**config.mk**
```make
export PLATFORM = sky130hd
export DESIGN_NAME = sunrise_led_ramp_dimmer_flat
export DESIGN_NICKNAME = d
export VERILOG_FILES = /design/src/srld_pkg.sv /design/src/srld_req_if.sv /design/src/srld_res_if.sv /design/src/sunrise_led_ramp_dimmer.sv /design/src/flat_wrapper.sv
export SDC_FILE = /design/constraint.sdc
export NUM_CORES = 1
export LEC_CHECK = 0
export BUFFER_PORTS_ARGS = -buffer_cell sky130_fd_sc_hd__buf_2
export CAP_MARGIN = 20
export CORE_MARGIN = 4
export CORE_UTILIZATION = 30
export CTS_BUF_LIST = sky130_fd_sc_hd__clkbuf_2 sky130_fd_sc_hd__clkbuf_4 sky130_fd_sc_hd__clkbuf_8
export DETAILED_ROUTE_END_ITERATION = 6
export GPL_ROUTABILITY_DRIVEN = 0
export MAX_ROUTING_LAYER = met4
export PLACE_DENSITY_LB_ADDON = 0.08
export SETUP_SLACK_MARGIN = 0.1
export SYNTH_ARGS = -nofsm -noshare
export SYNTH_HDL_FRONTEND = slang
export SYNTH_SLANG_ARGS = --single-unit
```
**constraint.sdc**
```tcl
create_clock -name clk -period 7.56 [get_ports clk]
set_clock_uncertainty 0.15 [all_clocks]
set_input_delay 0.378 -clock clk [delete_from_list [all_inputs] [get_ports clk]]
set_output_delay 0.378 -clock clk [all_outputs]
set_load 0.01 [all_outputs]
```
**src/srld_pkg.sv**
```systemverilog
package srld_pkg;

    // Event kinds carried by the req_type field.
    typedef enum logic [1:0] {
        EV_LINE     = 2'd0,
        EV_DEBOUNCE = 2'd1,
        EV_PWM      = 2'd2,
        EV_NONE     = 2'd3
    } event_kind_t;

    // Configuration register indexes.
    typedef enum logic [1:0] {
        CFG_BRIGHTNESS_MAX   = 2'd0,
        CFG_STEP_SECONDS     = 2'd1,
        CFG_SHUTDOWN_SECONDS = 2'd2,
        CFG_TICKS_PER_SECOND = 2'd3
    } cfg_index_t;

    localparam int unsigned CFG_DATA_W = 16;

    // Register values after reset.
    localparam logic [7:0]  BRIGHTNESS_MAX_RST   = 8'd12;
    localparam logic [7:0]  STEP_SECONDS_RST     = 8'd5;
    localparam logic [15:0] SHUTDOWN_SECONDS_RST = 16'd3600;
    localparam logic [7:0]  TICKS_PER_SECOND_RST = 8'd60;

    // Lamp state carried from one event to the next.
    typedef struct packed {
        logic        active;
        logic [7:0]  line_ticks;
        logic [15:0] seconds;
        logic [7:0]  brightness;
        logic [7:0]  phase;
        logic        last_button;
        logic        last_alarm;
        logic        led;
    } lamp_state_t;

endpackage

```
**src/srld_req_if.sv**
```systemverilog
interface srld_req_if;
    logic       valid;
    logic       ready;
    logic [1:0] req_type;
    logic       stop_button;
    logic       alarm_level;

    modport source (output valid, output req_type, output stop_button,
                    output alarm_level, input ready);
    modport sink (input valid, input req_type, input stop_button,
                  input alarm_level, output ready);
endinterface

```
**src/srld_res_if.sv**
```systemverilog
interface srld_res_if;
    logic       valid;
    logic       ready;
    logic       led_drive;
    logic       lamp_active;
    logic [7:0] brightness_level;

    modport source (output valid, output led_drive, output lamp_active,
                    output brightness_level, input ready);
    modport sink (input valid, input led_drive, input lamp_active,
                  input brightness_level, output ready);
endinterface

```
**src/sunrise_led_ramp_dimmer.sv**
```systemverilog
// An accepted event beat is held in the input register; its result beat is valid
// once it moves on into the result register, which stalls while res.ready is low.
// One event per clock while res.ready is high; lamp state logic is combinational.
// Reset (rst_n low, asynchronous): lamp off, all counters cleared, registers
// back to brightness_max 12, step_seconds 5, shutdown_seconds 3600, ticks 60.
module sunrise_led_ramp_dimmer
    import srld_pkg::*;
(
    input  logic                  clk,
    input  logic                  rst_n,
    srld_req_if.sink              req,
    srld_res_if.source            res,
    input  logic                  cfg_we,
    input  logic [1:0]            cfg_index,
    input  logic [CFG_DATA_W-1:0] cfg_data
);

    logic [7:0]  brightness_max_reg;
    logic [7:0]  step_seconds_reg;
    logic [15:0] shutdown_seconds_reg;
    logic [7:0]  ticks_per_second_reg;

    logic        in_valid_reg;
    event_kind_t in_kind_reg;
    logic        in_button_reg;
    logic        in_alarm_reg;

    lamp_state_t state_reg;
    lamp_state_t state_next;

    logic        out_valid_reg;
    logic        out_led_reg;
    logic        out_active_reg;
    logic [7:0]  out_bright_reg;

    logic        advance;
    logic [7:0]  ticks_inc;
    logic [7:0]  phase_inc;

    // The result stage moves whenever its register is free or being drained.
    assign advance   = !out_valid_reg || res.ready;
    assign req.ready = !in_valid_reg || advance;

    // Configuration registers.
    always_ff @(posedge clk or negedge rst_n)
    begin
        if (!rst_n)
        begin
            brightness_max_reg   <= BRIGHTNESS_MAX_RST;
            step_seconds_reg     <= STEP_SECONDS_RST;
            shutdown_seconds_reg <= SHUTDOWN_SECONDS_RST;
            ticks_per_second_reg <= TICKS_PER_SECOND_RST;
        end
        else if (cfg_we)
        begin
            unique case (cfg_index_t'(cfg_index))
                CFG_BRIGHTNESS_MAX:   brightness_max_reg   <= cfg_data[7:0];
                CFG_STEP_SECONDS:     step_seconds_reg     <= cfg_data[7:0];
                CFG_SHUTDOWN_SECONDS: shutdown_seconds_reg <= cfg_data[15:0];
                CFG_TICKS_PER_SECOND: ticks_per_second_reg <= cfg_data[7:0];
                default: ;
            endcase
        end
    end

    // Input register.
    always_ff @(posedge clk or negedge rst_n)
    begin
        if (!rst_n)
        begin
            in_valid_reg <= 1'b0;
        end
        else if (req.ready)
        begin
            in_valid_reg <= req.valid;
        end
    end

    always_ff @(posedge clk)
    begin
        if (req.valid && req.ready)
        begin
            in_kind_reg   <= event_kind_t'(req.req_type);
            in_button_reg <= req.stop_button;
            in_alarm_reg  <= req.alarm_level;
        end
    end

    assign ticks_inc = state_reg.line_ticks + 8'd1;
    assign phase_inc = state_reg.phase + 8'd1;

    // Event handling followed by the shutdown and lamp-off checks.
    always_comb
    begin
        state_next = state_reg;
        unique case (in_kind_reg)
            EV_LINE:
            begin
                if (state_reg.active)
                begin
                    state_next.line_ticks = ticks_inc;
                    if (ticks_inc == ticks_per_second_reg)
                    begin
                        state_next.line_ticks = 8'd0;
                        state_next.seconds    = state_reg.seconds + 16'd1;
                    end
                    if (state_next.seconds == {8'd0, step_seconds_reg} &&
                        state_reg.brightness < brightness_max_reg)
                    begin
                        state_next.brightness = state_reg.brightness + 8'd1;
                        state_next.seconds    = 16'd0;
                    end
                end
            end
            EV_DEBOUNCE:
            begin
                if (!state_reg.last_button && !in_button_reg)
                begin
                    state_next.active = 1'b0;
                end
                if (state_reg.last_alarm && in_alarm_reg)
                begin
                    state_next.active = 1'b1;
                end
                state_next.last_button = in_button_reg;
                state_next.last_alarm  = in_alarm_reg;
            end
            EV_PWM:
            begin
                if (state_reg.active)
                begin
                    state_next.phase = phase_inc;
                    if (phase_inc >= state_reg.brightness)
                    begin
                        state_next.led = 1'b0;
                    end
                    if (phase_inc == brightness_max_reg)
                    begin
                        state_next.led   = 1'b1;
                        state_next.phase = 8'd0;
                    end
                end
            end
            default: ;
        endcase

        if (state_next.seconds >= shutdown_seconds_reg)
        begin
            state_next.active  = 1'b0;
            state_next.seconds = 16'd0;
        end
        if (!state_next.active)
        begin
            state_next.led        = 1'b0;
            state_next.seconds    = 16'd0;
            state_next.brightness = 8'd0;
        end
    end

    // Lamp state and result register.
    always_ff @(posedge clk or negedge rst_n)
    begin
        if (!rst_n)
        begin
            state_reg     <= '0;
            out_valid_reg <= 1'b0;
        end
        else if (advance)
        begin
            out_valid_reg <= in_valid_reg;
            if (in_valid_reg)
            begin
                state_reg <= state_next;
            end
        end
    end

    always_ff @(posedge clk)
    begin
        if (advance && in_valid_reg)
        begin
            out_led_reg    <= state_next.led;
            out_active_reg <= state_next.active;
            out_bright_reg <= state_next.brightness;
        end
    end

    assign res.valid            = out_valid_reg;
    assign res.led_drive        = out_led_reg;
    assign res.lamp_active      = out_active_reg;
    assign res.brightness_level = out_bright_reg;

endmodule

```
**src/flat_wrapper.sv**
```systemverilog
// flat-port wrapper written by rule: the top's interface ports become plain ports
module sunrise_led_ramp_dimmer_flat import srld_pkg::*;
  (clk, rst_n, cfg_we, cfg_index, cfg_data, req_valid, req_req_type, req_stop_button, req_alarm_level, req_ready, res_valid, res_led_drive, res_lamp_active, res_brightness_level, res_ready);
  srld_req_if req_i ();
  srld_res_if res_i ();
  input  logic clk;
  input  logic rst_n;
  input  logic cfg_we;
  input  logic [1:0] cfg_index;
  input  logic [CFG_DATA_W-1:0] cfg_data;
  input wire logic [$bits(req_i.valid)-1:0] req_valid;
  input wire logic [$bits(req_i.req_type)-1:0] req_req_type;
  input wire logic [$bits(req_i.stop_button)-1:0] req_stop_button;
  input wire logic [$bits(req_i.alarm_level)-1:0] req_alarm_level;
  output wire logic [$bits(req_i.ready)-1:0] req_ready;
  output wire logic [$bits(res_i.valid)-1:0] res_valid;
  output wire logic [$bits(res_i.led_drive)-1:0] res_led_drive;
  output wire logic [$bits(res_i.lamp_active)-1:0] res_lamp_active;
  output wire logic [$bits(res_i.brightness_level)-1:0] res_brightness_level;
  input wire logic [$bits(res_i.ready)-1:0] res_ready;
  assign req_i.valid = req_valid;
  assign req_i.req_type = req_req_type;
  assign req_i.stop_button = req_stop_button;
  assign req_i.alarm_level = req_alarm_level;
  assign req_ready = req_i.ready;
  assign res_valid = res_i.valid;
  assign res_led_drive = res_i.led_drive;
  assign res_lamp_active = res_i.lamp_active;
  assign res_brightness_level = res_i.brightness_level;
  assign res_i.ready = res_ready;
  sunrise_led_ramp_dimmer u_core (.clk(clk), .rst_n(rst_n), .req(req_i), .res(res_i), .cfg_we(cfg_we), .cfg_index(cfg_index), .cfg_data(cfg_data));
endmodule
```
==> flow_summary.toml <==
[clocking]
clock-root-buffer = "clkbuf_8"
clkTransAtPathRegs_ps = 100
cts_sinks = 100
clock_path_buffers = 2
cts_inserted_buffers = 9
htree_levels = 3
cts_tree = "yes"
clk_latency_ps = 400

[sta]
max_clock_freq_mhz = 150
rsz0062_at_grt = "false"
setup_viol = 0
worst_slew_pin_slew_ps = 1080
fin_crit_sh_pct = 88.3
drv_slew = 0
finalCriticalPeriod_ps = 6680
layout_setup_ws_ps = 881
fin_setup_tns_ps = 0
finalHoldViolations = 0
slew_headroom_pct = 27.2

[global_route]
grt_antenna_before_repair = 0
grt_max_degree = 57
grt_pass1_vias = 5101
grtUsageTotal_pct = 15.5
grt_pass1_wl_mm = 28.2
overflow = 0

[synthesis]
ys_types = 68
async_flop_share_pct = 86.0
syn-cell-area_um2 = 6310
yosys-top-cells-count = "dfrtp_1, nand2_1, inv_1"
synth.area.top_cells = "dfrtp_1, ha_1, edfxtp_1, mux2_2, dfstp_2"
yosysWarningCount = 0
yosysTopAreaCellShare_pct = 29.3
synth-seq-cells = 100
yosysSeqAreaShare_pct = 41.0
synth_edf_count = 14
syn_nets = 727
syn_avg_cell_area_um2 = 9.49
synth.most_common_cell = "dfrtp_1"
synth_area_leader_cell = "dfrtp_1"
synth-main-ff-cell = "dfrtp_1"
synthesis.instances = 665

[placement]
dp_hpwl_mm = 12.8
io_buffer_count = 38
place_ws_ps = 928

[floorplan]
die_h_um = 153
start_util_pct = 30.8
fp.dieW_um = 153
io_pins = 39
core_um2 = 20500
num_rows = 52
dieArea_um2 = 23400

[drt]
drt-total-wl_mm = 17.2
viasPerCell = 5.21
drt_iter0_drc = 200
post_drt_wl_per_cell_um = 17.6
vias = 5065
drcViolationCount = 0
drtAntennaViolNets = 0
firstDrtPassIters = 5

[worst_setup_path]
r2r_start = "u_core.state_reg[35]"
critical-path-max-stage-delay_ps = 860
worst_setup_path_end_kind = "flop"
critPathArrivalTime_ps = 6820
cp_max_fo = 17
cp_slowest_cell = "o21ai_1"
path_class = "reg -> reg"
path_delay_family = "compound AO/OA/AOI/OAI gates"
critical_path_buf_inv_count = 2
rr_endpoint = "u_core.state_reg[18]"
rr_worst_depth = 24
required_ps = 7700
crit_path_start_kind = "flop"
rrSetupSlack_ps = 880
cp_common_cell = "a21o_1"
worstPathCellList = "ha_1 -> and3_1 -> mux2i_1 -> o22ai_1 -> o21ai_1 -> o21ai_0 -> a221oi_1 -> and4_1 -> nand2_2 -> a21o_1 -> a22oi_1 -> ha_1 -> nand2b_1 -> a21o_1 -> a21o_1 -> a21o_1 -> a21o_1 -> a2111oi_0 -> o21ai_1 -> buf_4 -> inv_2 -> nand2_1 -> or4_1 -> o211ai_1"

[cells_and_area]
nFillCells = 2144
nets = 760
largest_reg_flops = 44
drive_above_1_share_pct = 18.5
diodes = 0
area_growth_pct = 11.1

[pwr]
leakage_nw = 2.89
total_power_w = 0.00137
powerDensity_nw_per_um2 = 195
ir_drop_v = 0.0000694

[min_path]
hold_path_end = "u_core.in_valid_reg"
hold_depth = 2
hold_path_class = "in -> reg"
hold_start = "req_valid"

[status]
status = "complete, no violations"

[run]
maxCapViolCount = 0
[cells by family (layout without fill, tap and decap cells)]
| kind of cell | count (synthesis) | after routing | synth area share, % |
|---|---|---|---|
| AOI/OAI and AO/OA | 152 | 152 | 16.6 |
| xor gates and xnor gates | 43 | 43 | 6.09 |
| adders and majority gates | 35 | 35 | 6.94 |
| buffers and inverters | 75 | 113 | 4.70 |
| DFF | 100 | 100 | 41.0 |
| muxes | 38 | 38 | 6.76 |
| and+or+nand+nor | 222 | 222 | 17.9 |
[layout by cell type (no fill, tap or decap), types with 6 or more instances in the layout]
cell type | netlist | layout
ha_1 | 35 | 35
mux2_2 | 37 | 37
and3_1 | 7 | 7
dfrtp_1 | 74 | 74
buf_2 | 6 | 37
xnor2_1 | 29 | 29
clkbuf_8 | 0 | 9
inv_1 | 45 | 45
or4_1 | 6 | 6
nand3_1 | 36 | 36
nand2_1 | 72 | 72
o211ai_1 | 15 | 15
nand4_1 | 6 | 6
dfstp_2 | 12 | 12
nor4_1 | 11 | 10
buf_4 | 0 | 8
xor2_1 | 13 | 13
edfxtp_1 | 14 | 14
a31o_2 | 6 | 6
a21o_1 | 17 | 17
o21a_1 | 6 | 6
o21ai_0 | 38 | 38
nand2b_1 | 9 | 9
a21oi_1 | 21 | 21
nor3_1 | 19 | 19
o31ai_1 | 13 | 13
nor2_1 | 25 | 25
nand3b_1 | 7 | 7
[area by class of cell]
type	count	area, µm²	share of cell area (%)
Clock buffer	10	131	1.87
Tap cell	270	338	4.82
Sequential cell	100	2590	36.9
Clock inverter	6	47.5	0.678
Inverter	47	176	2.52
Multi-Input combinational cell	490	3430	49.0
Timing Repair Buffer	50	295	4.21
[repair_timing]
action | CTS | global route
setup buffers | 0 | 0
endpoints found under the hold margin | 30 | 0
resized for setup | 0 | 0
hold buffers | 5 | 0
[metrics by stage]
stage	utilization, %	hold WS (ps)	instance area (µm²)	instances
after floorplan	-	-67.6	6310	665
final	34.2	34.7	7010	973
after global placement	33.1	198	6780	952
after CTS	34.2	15.1	7010	973
after detailed placement	33.1	204	6780	952
after global routing	34.2	32.1	7010	973
[report_power, final]
group / switching (W) / internal [W] / total [W]
combinational: 0.000208 / 0.000158 / 0.000366
clock: 0.000206 / 0.000127 / 0.000332
sequential: 0.0000528 / 0.000616 / 0.000669
[worst max path at each step]
stage / slack [ps] / start / to / cells past startpoint
after floorplan: 2020 / u_core.state_reg[35] / u_core.state_reg[18] / 25
after global placement: 1120 / u_core.state_reg[35] / u_core.state_reg[14] / 24
after detailed placement: 930 / u_core.state_reg[35] / u_core.state_reg[14] / 24
after CTS: 900 / u_core.state_reg[35] / u_core.state_reg[18] / 24
after global routing: 270 / u_core.state_reg[35] / u_core.state_reg[14] / 24
final: 880 / u_core.state_reg[35] / u_core.state_reg[18] / 24
[worst register-to-register path, cell delays in order, from the launching register on]
cell	delay [ps]
dfrtp_1	440
ha_1	260
and3_1	240
mux2i_1	200
o22ai_1	150
o21ai_1	860
o21ai_0	180
a221oi_1	270
and4_1	380
nand2_2	260
a21o_1	280
a22oi_1	200
ha_1	250
nand2b_1	140
a21o_1	170
a21o_1	170
a21o_1	170
a21o_1	180
a2111oi_0	400
o21ai_1	120
buf_4	220
inv_2	80
nand2_1	240
or4_1	480
o211ai_1	110
[routing by layer]
layer | wire, µm | track usage (%) | share of wire [%] | vias up
met2 | 8290 | 24.7 | 48 | 98
met3 | 608 | 2.49 | 3.5 | 29
met4 | 419 | 5.30 | 2.4 | 0
li1 | - | - | - | 2465
met1 | 7850 | 20.1 | 46 | 2473
met5 | 0 | - | 0 | -
No activity file was read; power rests on OpenSTA's default activity.
